==> src/rtl/assert_macros.svh <==
// ----------------------------------------------------------------------------
// assert_macros
// Assertion macros used by the estimator core.
// ----------------------------------------------------------------------------
`ifndef ASSERT_MACROS_SVH
`define ASSERT_MACROS_SVH
`ifndef NO_ASSERTIONS
`define ASSERT_CLK(label, clk, rst_n, prop, msg) \
	label: assert property (@(posedge clk) disable iff (!rst_n) prop) else $error(msg);
`define ASSERT_NEXT(label, clk, rst_n, cond, prop, msg) \
	label: assert property (@(posedge clk) disable iff (!rst_n) (cond) |=> (prop)) \
		else $error(msg);
`else
`define ASSERT_CLK(label, clk, rst_n, prop, msg)
`define ASSERT_NEXT(label, clk, rst_n, cond, prop, msg)
`endif
`endif

==> src/rtl/rte_pkg.sv <==
// ----------------------------------------------------------------------------
// rte_pkg
// Types, register codes and helpers of the retransmission timeout estimator.
// ----------------------------------------------------------------------------
`timescale 1ns / 1ps

package rte_pkg;

	localparam int RTO_W  = 16;
	localparam int MS_W   = 32;
	localparam int SEQ_W  = 16;
	localparam int SH_W   = 3;
	localparam int IDX_W  = 3;
	localparam int WIDE_W = MS_W + 3;

	localparam logic [RTO_W-1:0] RTO_INITIAL_RST = 16'd3000;
	localparam logic [RTO_W-1:0] RTO_MIN_RST     = 16'd1000;
	localparam logic [RTO_W-1:0] RTO_MAX_RST     = 16'd60000;
	localparam logic [SH_W-1:0]  ALPHA_RST       = 3'd3;
	localparam logic [SH_W-1:0]  BETA_RST        = 3'd2;
	localparam logic [RTO_W-1:0] FLOOR_RST       = 16'd50;

	typedef enum logic [1:0] {
		FUNC_SEND    = 2'd0,
		FUNC_ACK     = 2'd1,
		FUNC_BACKOFF = 2'd2,
		FUNC_NOP     = 2'd3
	} rte_func_t;

	typedef enum logic [IDX_W-1:0] {
		REG_RTO_INITIAL  = 3'd0,
		REG_RTO_MIN      = 3'd1,
		REG_RTO_MAX      = 3'd2,
		REG_ALPHA_SHIFT  = 3'd3,
		REG_BETA_SHIFT   = 3'd4,
		REG_RTTVAR_FLOOR = 3'd5
	} rte_reg_t;

	// initial timeout goes straight into the estimator state
	typedef struct packed {
		logic [RTO_W-1:0] rto_min;
		logic [RTO_W-1:0] rto_max;
		logic [SH_W-1:0]  alpha_shift;
		logic [SH_W-1:0]  beta_shift;
		logic [RTO_W-1:0] rttvar_floor;
	} rte_cfg_t;

	typedef struct packed {
		logic [RTO_W-1:0] rto;
		logic [MS_W-1:0]  srtt;
		logic [MS_W-1:0]  rttvar;
		logic [MS_W-1:0]  last_rtt;
		logic             measuring;
		logic             have_sample;
		logic [SEQ_W-1:0] timed_seq;
		logic [MS_W-1:0]  sample_start;
	} rte_state_t;

	// min first, max last
	function automatic logic [RTO_W-1:0] clamp_rto(input logic [WIDE_W-1:0] v,
			input logic [RTO_W-1:0] lo, input logic [RTO_W-1:0] hi);
		logic [WIDE_W-1:0] t;
		t = (v < WIDE_W'(lo)) ? WIDE_W'(lo) : v;
		return (t > WIDE_W'(hi)) ? hi : t[RTO_W-1:0];
	endfunction

	// gain step: x - (x >> sh) + (y >> sh), saturating
	function automatic logic [MS_W-1:0] ewma_step(input logic [MS_W-1:0] x,
			input logic [MS_W-1:0] y, input logic [SH_W-1:0] sh);
		logic [MS_W:0] s;
		s = {1'b0, x - (x >> sh)} + {1'b0, y >> sh};
		return s[MS_W] ? {MS_W{1'b1}} : s[MS_W-1:0];
	endfunction

endpackage

==> src/rtl/rte_cfg_regs.sv <==
// ----------------------------------------------------------------------------
// rte_cfg_regs
// Configuration register file of the timeout estimator.
// ----------------------------------------------------------------------------
`timescale 1ns / 1ps

module rte_cfg_regs import rte_pkg::*; (
	input  logic             clk,
	input  logic             arst_n,
	input  logic             cfg_valid,
	output logic             cfg_ready,
	input  logic [IDX_W-1:0] cfg_index,
	input  logic [RTO_W-1:0] cfg_data,
	output rte_cfg_t         cfg,
	output logic             init_load
);

	rte_cfg_t cfg_q;
	logic     wr;

	assign cfg_ready = 1'b1;
	assign wr        = cfg_valid & cfg_ready;
	assign init_load = wr && (cfg_index == REG_RTO_INITIAL);
	assign cfg       = cfg_q;

	always_ff @(posedge clk or negedge arst_n) begin
		if (!arst_n) begin
			cfg_q.rto_min      <= RTO_MIN_RST;
			cfg_q.rto_max      <= RTO_MAX_RST;
			cfg_q.alpha_shift  <= ALPHA_RST;
			cfg_q.beta_shift   <= BETA_RST;
			cfg_q.rttvar_floor <= FLOOR_RST;
		end else if (wr) begin
			unique case (cfg_index)
				REG_RTO_MIN:      cfg_q.rto_min      <= cfg_data;
				REG_RTO_MAX:      cfg_q.rto_max      <= cfg_data;
				REG_ALPHA_SHIFT:  cfg_q.alpha_shift  <= cfg_data[SH_W-1:0];
				REG_BETA_SHIFT:   cfg_q.beta_shift   <= cfg_data[SH_W-1:0];
				REG_RTTVAR_FLOOR: cfg_q.rttvar_floor <= cfg_data;
				default: ;
			endcase
		end
	end

endmodule

==> src/rtl/rte_update.sv <==
// ----------------------------------------------------------------------------
// rte_update
// Next-state logic: sample timing, smoothing, variance floor, clamp, backoff.
// ----------------------------------------------------------------------------
`timescale 1ns / 1ps

module rte_update import rte_pkg::*; (
	input  rte_cfg_t         cfg,
	input  rte_state_t       st,
	input  logic [1:0]       func,
	input  logic [SEQ_W-1:0] seq_num,
	input  logic [MS_W-1:0]  now_ms,
	input  logic             first_send,
	output rte_state_t       nst,
	output logic [RTO_W-1:0] delta
);

	logic [MS_W-1:0]   elapsed;
	logic [MS_W-1:0]   rtt;
	logic [MS_W-1:0]   diff;
	logic [MS_W-1:0]   srtt_new;
	logic [MS_W-1:0]   var_pre;
	logic [MS_W-1:0]   var_new;
	logic [WIDE_W-1:0] rto_raw;
	logic [RTO_W-1:0]  rto_upd;
	logic [RTO_W-1:0]  rto_bo;
	logic              stale;

	assign elapsed = now_ms - st.sample_start;
	assign rtt     = (elapsed == '0) ? MS_W'(1) : elapsed;
	assign diff    = (st.srtt > rtt) ? st.srtt - rtt : rtt - st.srtt;
	assign stale   = elapsed > MS_W'(cfg.rto_max);

	assign srtt_new = st.have_sample ? ewma_step(st.srtt, rtt, cfg.alpha_shift) : rtt;
	assign var_pre  = st.have_sample ? ewma_step(st.rttvar, diff, cfg.beta_shift)
		: (rtt >> 1);
	assign var_new  = (var_pre < MS_W'(cfg.rttvar_floor)) ? MS_W'(cfg.rttvar_floor)
		: var_pre;
	assign rto_raw  = WIDE_W'(srtt_new) + {1'b0, var_new, 2'b00};
	assign rto_upd  = clamp_rto(rto_raw, cfg.rto_min, cfg.rto_max);
	assign rto_bo   = clamp_rto(WIDE_W'({st.rto, 1'b0}), cfg.rto_min, cfg.rto_max);

	always_comb begin
		nst   = st;
		delta = '0;
		case (rte_func_t'(func))
			FUNC_SEND: begin
				if (st.measuring) begin
					if (stale) begin
						nst.measuring = 1'b0;
					end
				end else if (first_send) begin
					nst.timed_seq    = seq_num;
					nst.sample_start = now_ms;
					nst.measuring    = 1'b1;
				end
			end
			FUNC_ACK: begin
				if (st.measuring) begin
					if (seq_num == st.timed_seq) begin
						nst.last_rtt    = rtt;
						nst.srtt        = srtt_new;
						nst.rttvar      = var_new;
						nst.have_sample = 1'b1;
						nst.rto         = rto_upd;
					end
					nst.measuring = 1'b0;
				end
			end
			FUNC_BACKOFF: begin
				nst.rto = rto_bo;
				delta   = (rto_bo > st.rto) ? rto_bo - st.rto : '0;
			end
			default: ;
		endcase
	end

endmodule

==> src/rtl/retransmission_timeout_estimator_core.sv <==
// ----------------------------------------------------------------------------
// retransmission_timeout_estimator_core
// Round-trip estimator and retransmission timeout with backoff.
// ----------------------------------------------------------------------------
// One item is accepted per clock cycle while in_stall is low. It passes the
// input register, then a single pass of the update logic rewrites the estimator
// state registers that offer its result, for every item; an output register
// with a stall-driven hold lets a new item enter while a result waits.
// ----------------------------------------------------------------------------
`timescale 1ns / 1ps
`include "assert_macros.svh"

module retransmission_timeout_estimator_core import rte_pkg::*; (
	input  logic             clk,
	input  logic             arst_n,
	input  logic             cfg_valid,
	output logic             cfg_ready,
	input  logic [IDX_W-1:0] cfg_index,
	input  logic [RTO_W-1:0] cfg_data,
	input  logic             in_valid,
	output logic             in_stall,
	input  logic [1:0]       func,
	input  logic [SEQ_W-1:0] seq_num,
	input  logic [MS_W-1:0]  now_ms,
	input  logic             first_send,
	output logic             out_valid,
	input  logic             out_stall,
	output logic [RTO_W-1:0] rto_ms,
	output logic [MS_W-1:0]  srtt_ms,
	output logic [MS_W-1:0]  rttvar_ms,
	output logic [MS_W-1:0]  last_rtt_ms,
	output logic             sample_pending,
	output logic [RTO_W-1:0] backoff_delta_ms
);

	rte_cfg_t         cfg;
	logic             init_load;
	rte_state_t       state_q;
	rte_state_t       nst;
	logic [RTO_W-1:0] delta;
	logic [RTO_W-1:0] delta_q;
	logic             out_valid_q;
	logic             valid_s1;
	logic [1:0]       func_s1;
	logic [SEQ_W-1:0] seq_s1;
	logic [MS_W-1:0]  now_s1;
	logic             first_s1;
	logic             adv;

	rte_cfg_regs u_cfg (
		.clk       (clk),
		.arst_n    (arst_n),
		.cfg_valid (cfg_valid),
		.cfg_ready (cfg_ready),
		.cfg_index (cfg_index),
		.cfg_data  (cfg_data),
		.cfg       (cfg),
		.init_load (init_load)
	);

	rte_update u_upd (
		.cfg        (cfg),
		.st         (state_q),
		.func       (func_s1),
		.seq_num    (seq_s1),
		.now_ms     (now_s1),
		.first_send (first_s1),
		.nst        (nst),
		.delta      (delta)
	);

	assign adv      = valid_s1 & (~out_valid_q | ~out_stall);
	assign in_stall = valid_s1 & out_valid_q & out_stall;

	// input register
	always_ff @(posedge clk or negedge arst_n) begin
		if (!arst_n) begin
			valid_s1 <= 1'b0;
		end else if (!in_stall) begin
			valid_s1 <= in_valid;
		end
	end

	always_ff @(posedge clk) begin
		if (in_valid && !in_stall) begin
			func_s1  <= func;
			seq_s1   <= seq_num;
			now_s1   <= now_ms;
			first_s1 <= first_send;
		end
	end

	// estimator state
	always_ff @(posedge clk or negedge arst_n) begin
		if (!arst_n) begin
			state_q.rto          <= RTO_INITIAL_RST;
			state_q.srtt         <= '0;
			state_q.rttvar       <= '0;
			state_q.last_rtt     <= '0;
			state_q.measuring    <= 1'b0;
			state_q.have_sample  <= 1'b0;
			state_q.timed_seq    <= '0;
			state_q.sample_start <= '0;
		end else if (init_load) begin
			state_q.rto <= cfg_data;
		end else if (adv) begin
			state_q <= nst;
		end
	end

	// result register
	always_ff @(posedge clk or negedge arst_n) begin
		if (!arst_n) begin
			out_valid_q <= 1'b0;
		end else if (adv) begin
			out_valid_q <= 1'b1;
		end else if (!out_stall) begin
			out_valid_q <= 1'b0;
		end
	end

	always_ff @(posedge clk) begin
		if (adv) begin
			delta_q <= delta;
		end
	end

	assign out_valid        = out_valid_q;
	assign rto_ms           = state_q.rto;
	assign srtt_ms          = state_q.srtt;
	assign rttvar_ms        = state_q.rttvar;
	assign last_rtt_ms      = state_q.last_rtt;
	assign sample_pending   = state_q.measuring;
	assign backoff_delta_ms = delta_q;

	`ASSERT_NEXT(a_hold_on_stall, clk, arst_n, out_valid_q && out_stall && !cfg_valid, $stable(state_q) && $stable(delta_q), "state moved while result stalled")
	`ASSERT_NEXT(a_backoff_keeps_sample, clk, arst_n, adv && (func_s1 == FUNC_BACKOFF), $stable(state_q.measuring) && $stable(state_q.srtt), "backoff touched sample state")
	`ASSERT_CLK(a_have_sample_sticky, clk, arst_n, !$fell(state_q.have_sample), "have_sample cleared")
	`ASSERT_NEXT(a_stall_only_when_full, clk, arst_n, in_stall, out_valid_q && valid_s1, "input stalled with empty pipeline")

endmodule

==> config.mk <==
export PLATFORM = sky130hd
export DESIGN_NAME = retransmission_timeout_estimator_core
export DESIGN_NICKNAME = d
export VERILOG_FILES = /design/src/rtl/rte_pkg.sv /design/src/rtl/rte_cfg_regs.sv /design/src/rtl/rte_update.sv /design/src/rtl/retransmission_timeout_estimator_core.sv
export VERILOG_INCLUDE_DIRS = /design/src /design/src/rtl
export SDC_FILE = /design/constraint.sdc
export NUM_CORES = 2
export LEC_CHECK = 0
export ABC_AREA = 1
export BUFFER_PORTS_ARGS = -buffer_cell sky130_fd_sc_hd__buf_4
export CAP_MARGIN = 20
export CORE_UTILIZATION = 40
export DETAILED_ROUTE_END_ITERATION = 6
export GPL_TIMING_DRIVEN = 1
export PLACE_DENSITY_LB_ADDON = 0.08
export SLEW_MARGIN = 20
export SYNTH_ARGS = -nofsm -noshare
export SYNTH_HDL_FRONTEND = slang
export SYNTH_HIERARCHICAL = 1
export SYNTH_SLANG_ARGS = --single-unit
==> constraint.sdc <==
create_clock -name clk -period 12.1 [get_ports clk]
set_input_delay 0.605 -clock clk [delete_from_list [all_inputs] [get_ports clk]]
set_output_delay 0.605 -clock clk [all_outputs]
set_load 0.05 [all_outputs]
==> metrics <==
critical path's slowest cell edfxtp_1; final period utilization 1.05; Synth warnings 6; Slew headroom 0.224; ant diodes 0; vias in the first global route 40,400; kind of critical path flip-flop to flip-flop; Seq/Total Area, Yosys 0.195; Mapped Cells 6,094; Synth Register Bits 285; total CTS buffers 39; startpoint types flip-flop; post-synthesis mux area share 0.00720; Multi-input gate area 0.0280 mm²; Post-DRT Antenna Nets 0; Core ar. 0.0950 mm²; R2R Setup Slk -0.63 ns; adder-cell share of the synthesized area 0.123; WL met3 8490 µm; H-Tree Depth 2; fin. max-slew vios 0; wl on met1 70,700 µm; status finished, violations left; async set-reset flop share out of synthesis 0.765; Synth Area in XOR/XNOR 0.0465; CTS tree built; # clock sinks 285; total track usage 0.316; Max Cap Viol 0; critical path fanouts, max 16; First-pass DRT Iterations 6; Row Count 113; final setup fails 16; Period minus WS final 12.73 ns; Synth Net Count 6,541; Mapped Area 0.0384 mm²; GRT overflow 0; Critical Path End Type flip-flop; Critical Path AT 13.28 ns; first-pass GRT wire length 239,000 µm; share of post-route cells with drive strength above 1 0.275; Root Driver clkbuf_16; maximum clock path buffer count 3; EDFF count, synth 67; Placed Area 0.0454 mm²; synthesized area per cell 6.30 µm²; Top Ports 207; fill count 9,780; simple-gate portion of the synthesized area 0.294; Worst-Margin Slew 1.16 ns; Routed WL per cell 19.2 µm; Design Area, Final 0.0505 mm²; Synth Area in Compound Gates 0.191; RSZ-0062 raised after global routing yes; Layout area overhead 31.4%; WP data required 12.65 ns; net total in the final layout 7,363; Die H 312 µm; Yosys cell types 74; antenna violations before repair 0; Max Clock Freq 78.6 MHz; largest family of logic cells by synthesized area simple AND/OR/NAND/NOR gates; Synth Flop Type dfrtp_1; DR WL met2 71,800 µm; largest net degree at the start of global routing 93; vias 42,500; DP HPWL 126,000 µm; max incr delay on CP 0.37 ns; most used cell, CP buf_4; Fin. Hold Viols 0; highest routed metal layer met4; die area 0.0972 mm²; worst skew pair latency 0.63 ns; register area 0.00750 mm²; initial core utilization 0.404; Hold Path Class input port to flip-flop; skew final 0.0256 ns; die width 312 µm; 1st-iter DRT viols 3,345; gpl congestion 0.993; Remaining DRCs 0; final wirelength 158,000 µm; setup slack after layout -0.627 ns; Vias/cell 5.17; failing checks negative setup slack; clk slew on worst S/H paths 0.06 ns; IO Port Bufs 205
==> critical path, delay by kind of cell, from the launching register on <==
| family | cells | cell delay (ns) |
|---|---|---|
| flops | 1 | 0.37 |
| mux | 1 | 0.25 |
| compound gates | 14 | 1.86 |
| fa+ha+maj | 8 | 2.04 |
| buf+inv | 33 | 3.57 |
| simple gates | 43 | 4.27 |
| xor+xnor | 2 | 0.26 |
==> final cells by class <==
| type | instances | share of cell area |
|---|---|---|
| Timing Repair Buffer | 1103 | 0.168 |
| Tap cell | 1265 | 0.0314 |
| Clock inverter | 23 | 0.00590 |
| Inverter | 923 | 0.0693 |
| Timing Repair inverter | 1 | 0.000124 |
| Clock buffer | 49 | 0.0215 |
| Sequential cell | 285 | 0.149 |
| Multi-Input combinational cell | 4563 | 0.555 |
==> per-stage QoR <==
stage / cells / TNS [ns] / hold WS [ns] / util / setup WS (ns)
4_1_cts: 8188 / -4.16 / 0.117 / 0.518 / -0.293
3_5_place_dp: 8006 / -21.35 / 0.452 / 0.478 / -1.35
2_1_floorplan: 6094 / 0 / 0.309 / - / 0.0198
6_report: 8212 / -9.34 / 0.154 / 0.531 / -0.627
3_3_place_gp: 8006 / -20.33 / 0.450 / 0.478 / -1.30
5_1_grt: 8212 / -18.97 / 0.132 / 0.531 / -1.23
==> final timing paths <==
path | startpoint | end | depth (start not counted)
max | now_s1[0]$_DFFE_PP_ | rto_ms[11]$_DFFE_PN1P_ | 101
min in group asynchronous | arst_n | rto_ms[15]$_DFFE_PN0P_ | 2
max in group asynchronous | arst_n | u_cfg/cfg[21]$_DFFE_PN0P_ | 4
min | now_ms[23] | now_s1[23]$_DFFE_PP_ | 1
min reg2reg | u_cfg/cfg[46]$_DFFE_PN1P_ | u_cfg/cfg[46]$_DFFE_PN1P_ | 2
max reg2reg | now_s1[0]$_DFFE_PP_ | rto_ms[11]$_DFFE_PN1P_ | 101
==> logic make-up (layout without fill, tap and decap cells) <==
group / count (synthesis) / in the layout
AOI/OAI and AO/OA: 1267 / 1267
xor gates and xnor gates: 203 / 203
adders and majority gates: 372 / 372
buffers and inverters: 1247 / 2099
DFF: 285 / 285
muxes: 27 / 27
other: 1 / 1
and+or+nand+nor: 2692 / 2693
==> sequential cells by signal (all words and copies together), names as in the netlist, 2 cells and up <==
name and count:
rto_ms 16, backoff_delta_ms 16, rttvar_ms 32, func_s1 2, u_cfg/cfg 54, state_q 49, srtt_ms 32, seq_s1 16
now_s1 32, last_rtt_ms 32
==> what timing repair did <==
| action | CTS | global route |
|---|---|---|
| gates cloned | 8 | 0 |
| setup endpoints to repair | 16 | 16 |
| hold buffers | 1 | 0 |
| endpoints found under the hold margin | 44 | 0 |
| buffers inserted | 101 | 25 |
| pin swaps | 135 | 112 |
| resized for setup | 325 | 236 |
==> per-layer routing <==
metal / vias up / track usage
met4: 0 / 0.123
met3: 224 / 0.0359
met5: - / 0
met1: 19700 / 0.424
li1: 21300 / -
met2: 1169 / 0.517
==> cells in the mapped netlist (all sizes together) (26+ instances only) <==
| cell type | n | area (µm²) |
|---|---|---|
| a21oi | 490 | 2500 |
| buf | 209 | 1560 |
| clkbuf | 115 | 432 |
| dfrtp | 192 | 4800 |
| dfstp | 26 | 683 |
| edfxtp | 67 | 2010 |
| ha | 363 | 4540 |
| inv | 922 | 3470 |
| nand2 | 1691 | 6510 |
| nand3 | 392 | 2020 |
| nand4 | 75 | 475 |
| nor2 | 439 | 1710 |
| nor3 | 40 | 205 |
| o21ai | 616 | 3620 |
| xnor2 | 61 | 534 |
| xor2 | 142 | 1250 |
==> cell usage in the layout (no fill, tap or decap), types with 57 or more instances in the layout <==
cell      count
buf_4      1068
dfrtp_1     189
edfxtp_1     67
o21ai_0     424
o21ai_2     161
nand2_2     130
inv_1       881
a21oi_1     402
nand3_1     339
nand2_1    1537
nand4_1      74
xnor2_1      57
ha_1        288
xor2_1      131
ha_4         69
a21oi_2      78
nor2_1      385
Power is left out: the tool's default activity adds up to more than one toggle a clock period on the data nets, which glitch-free logic cannot reach.
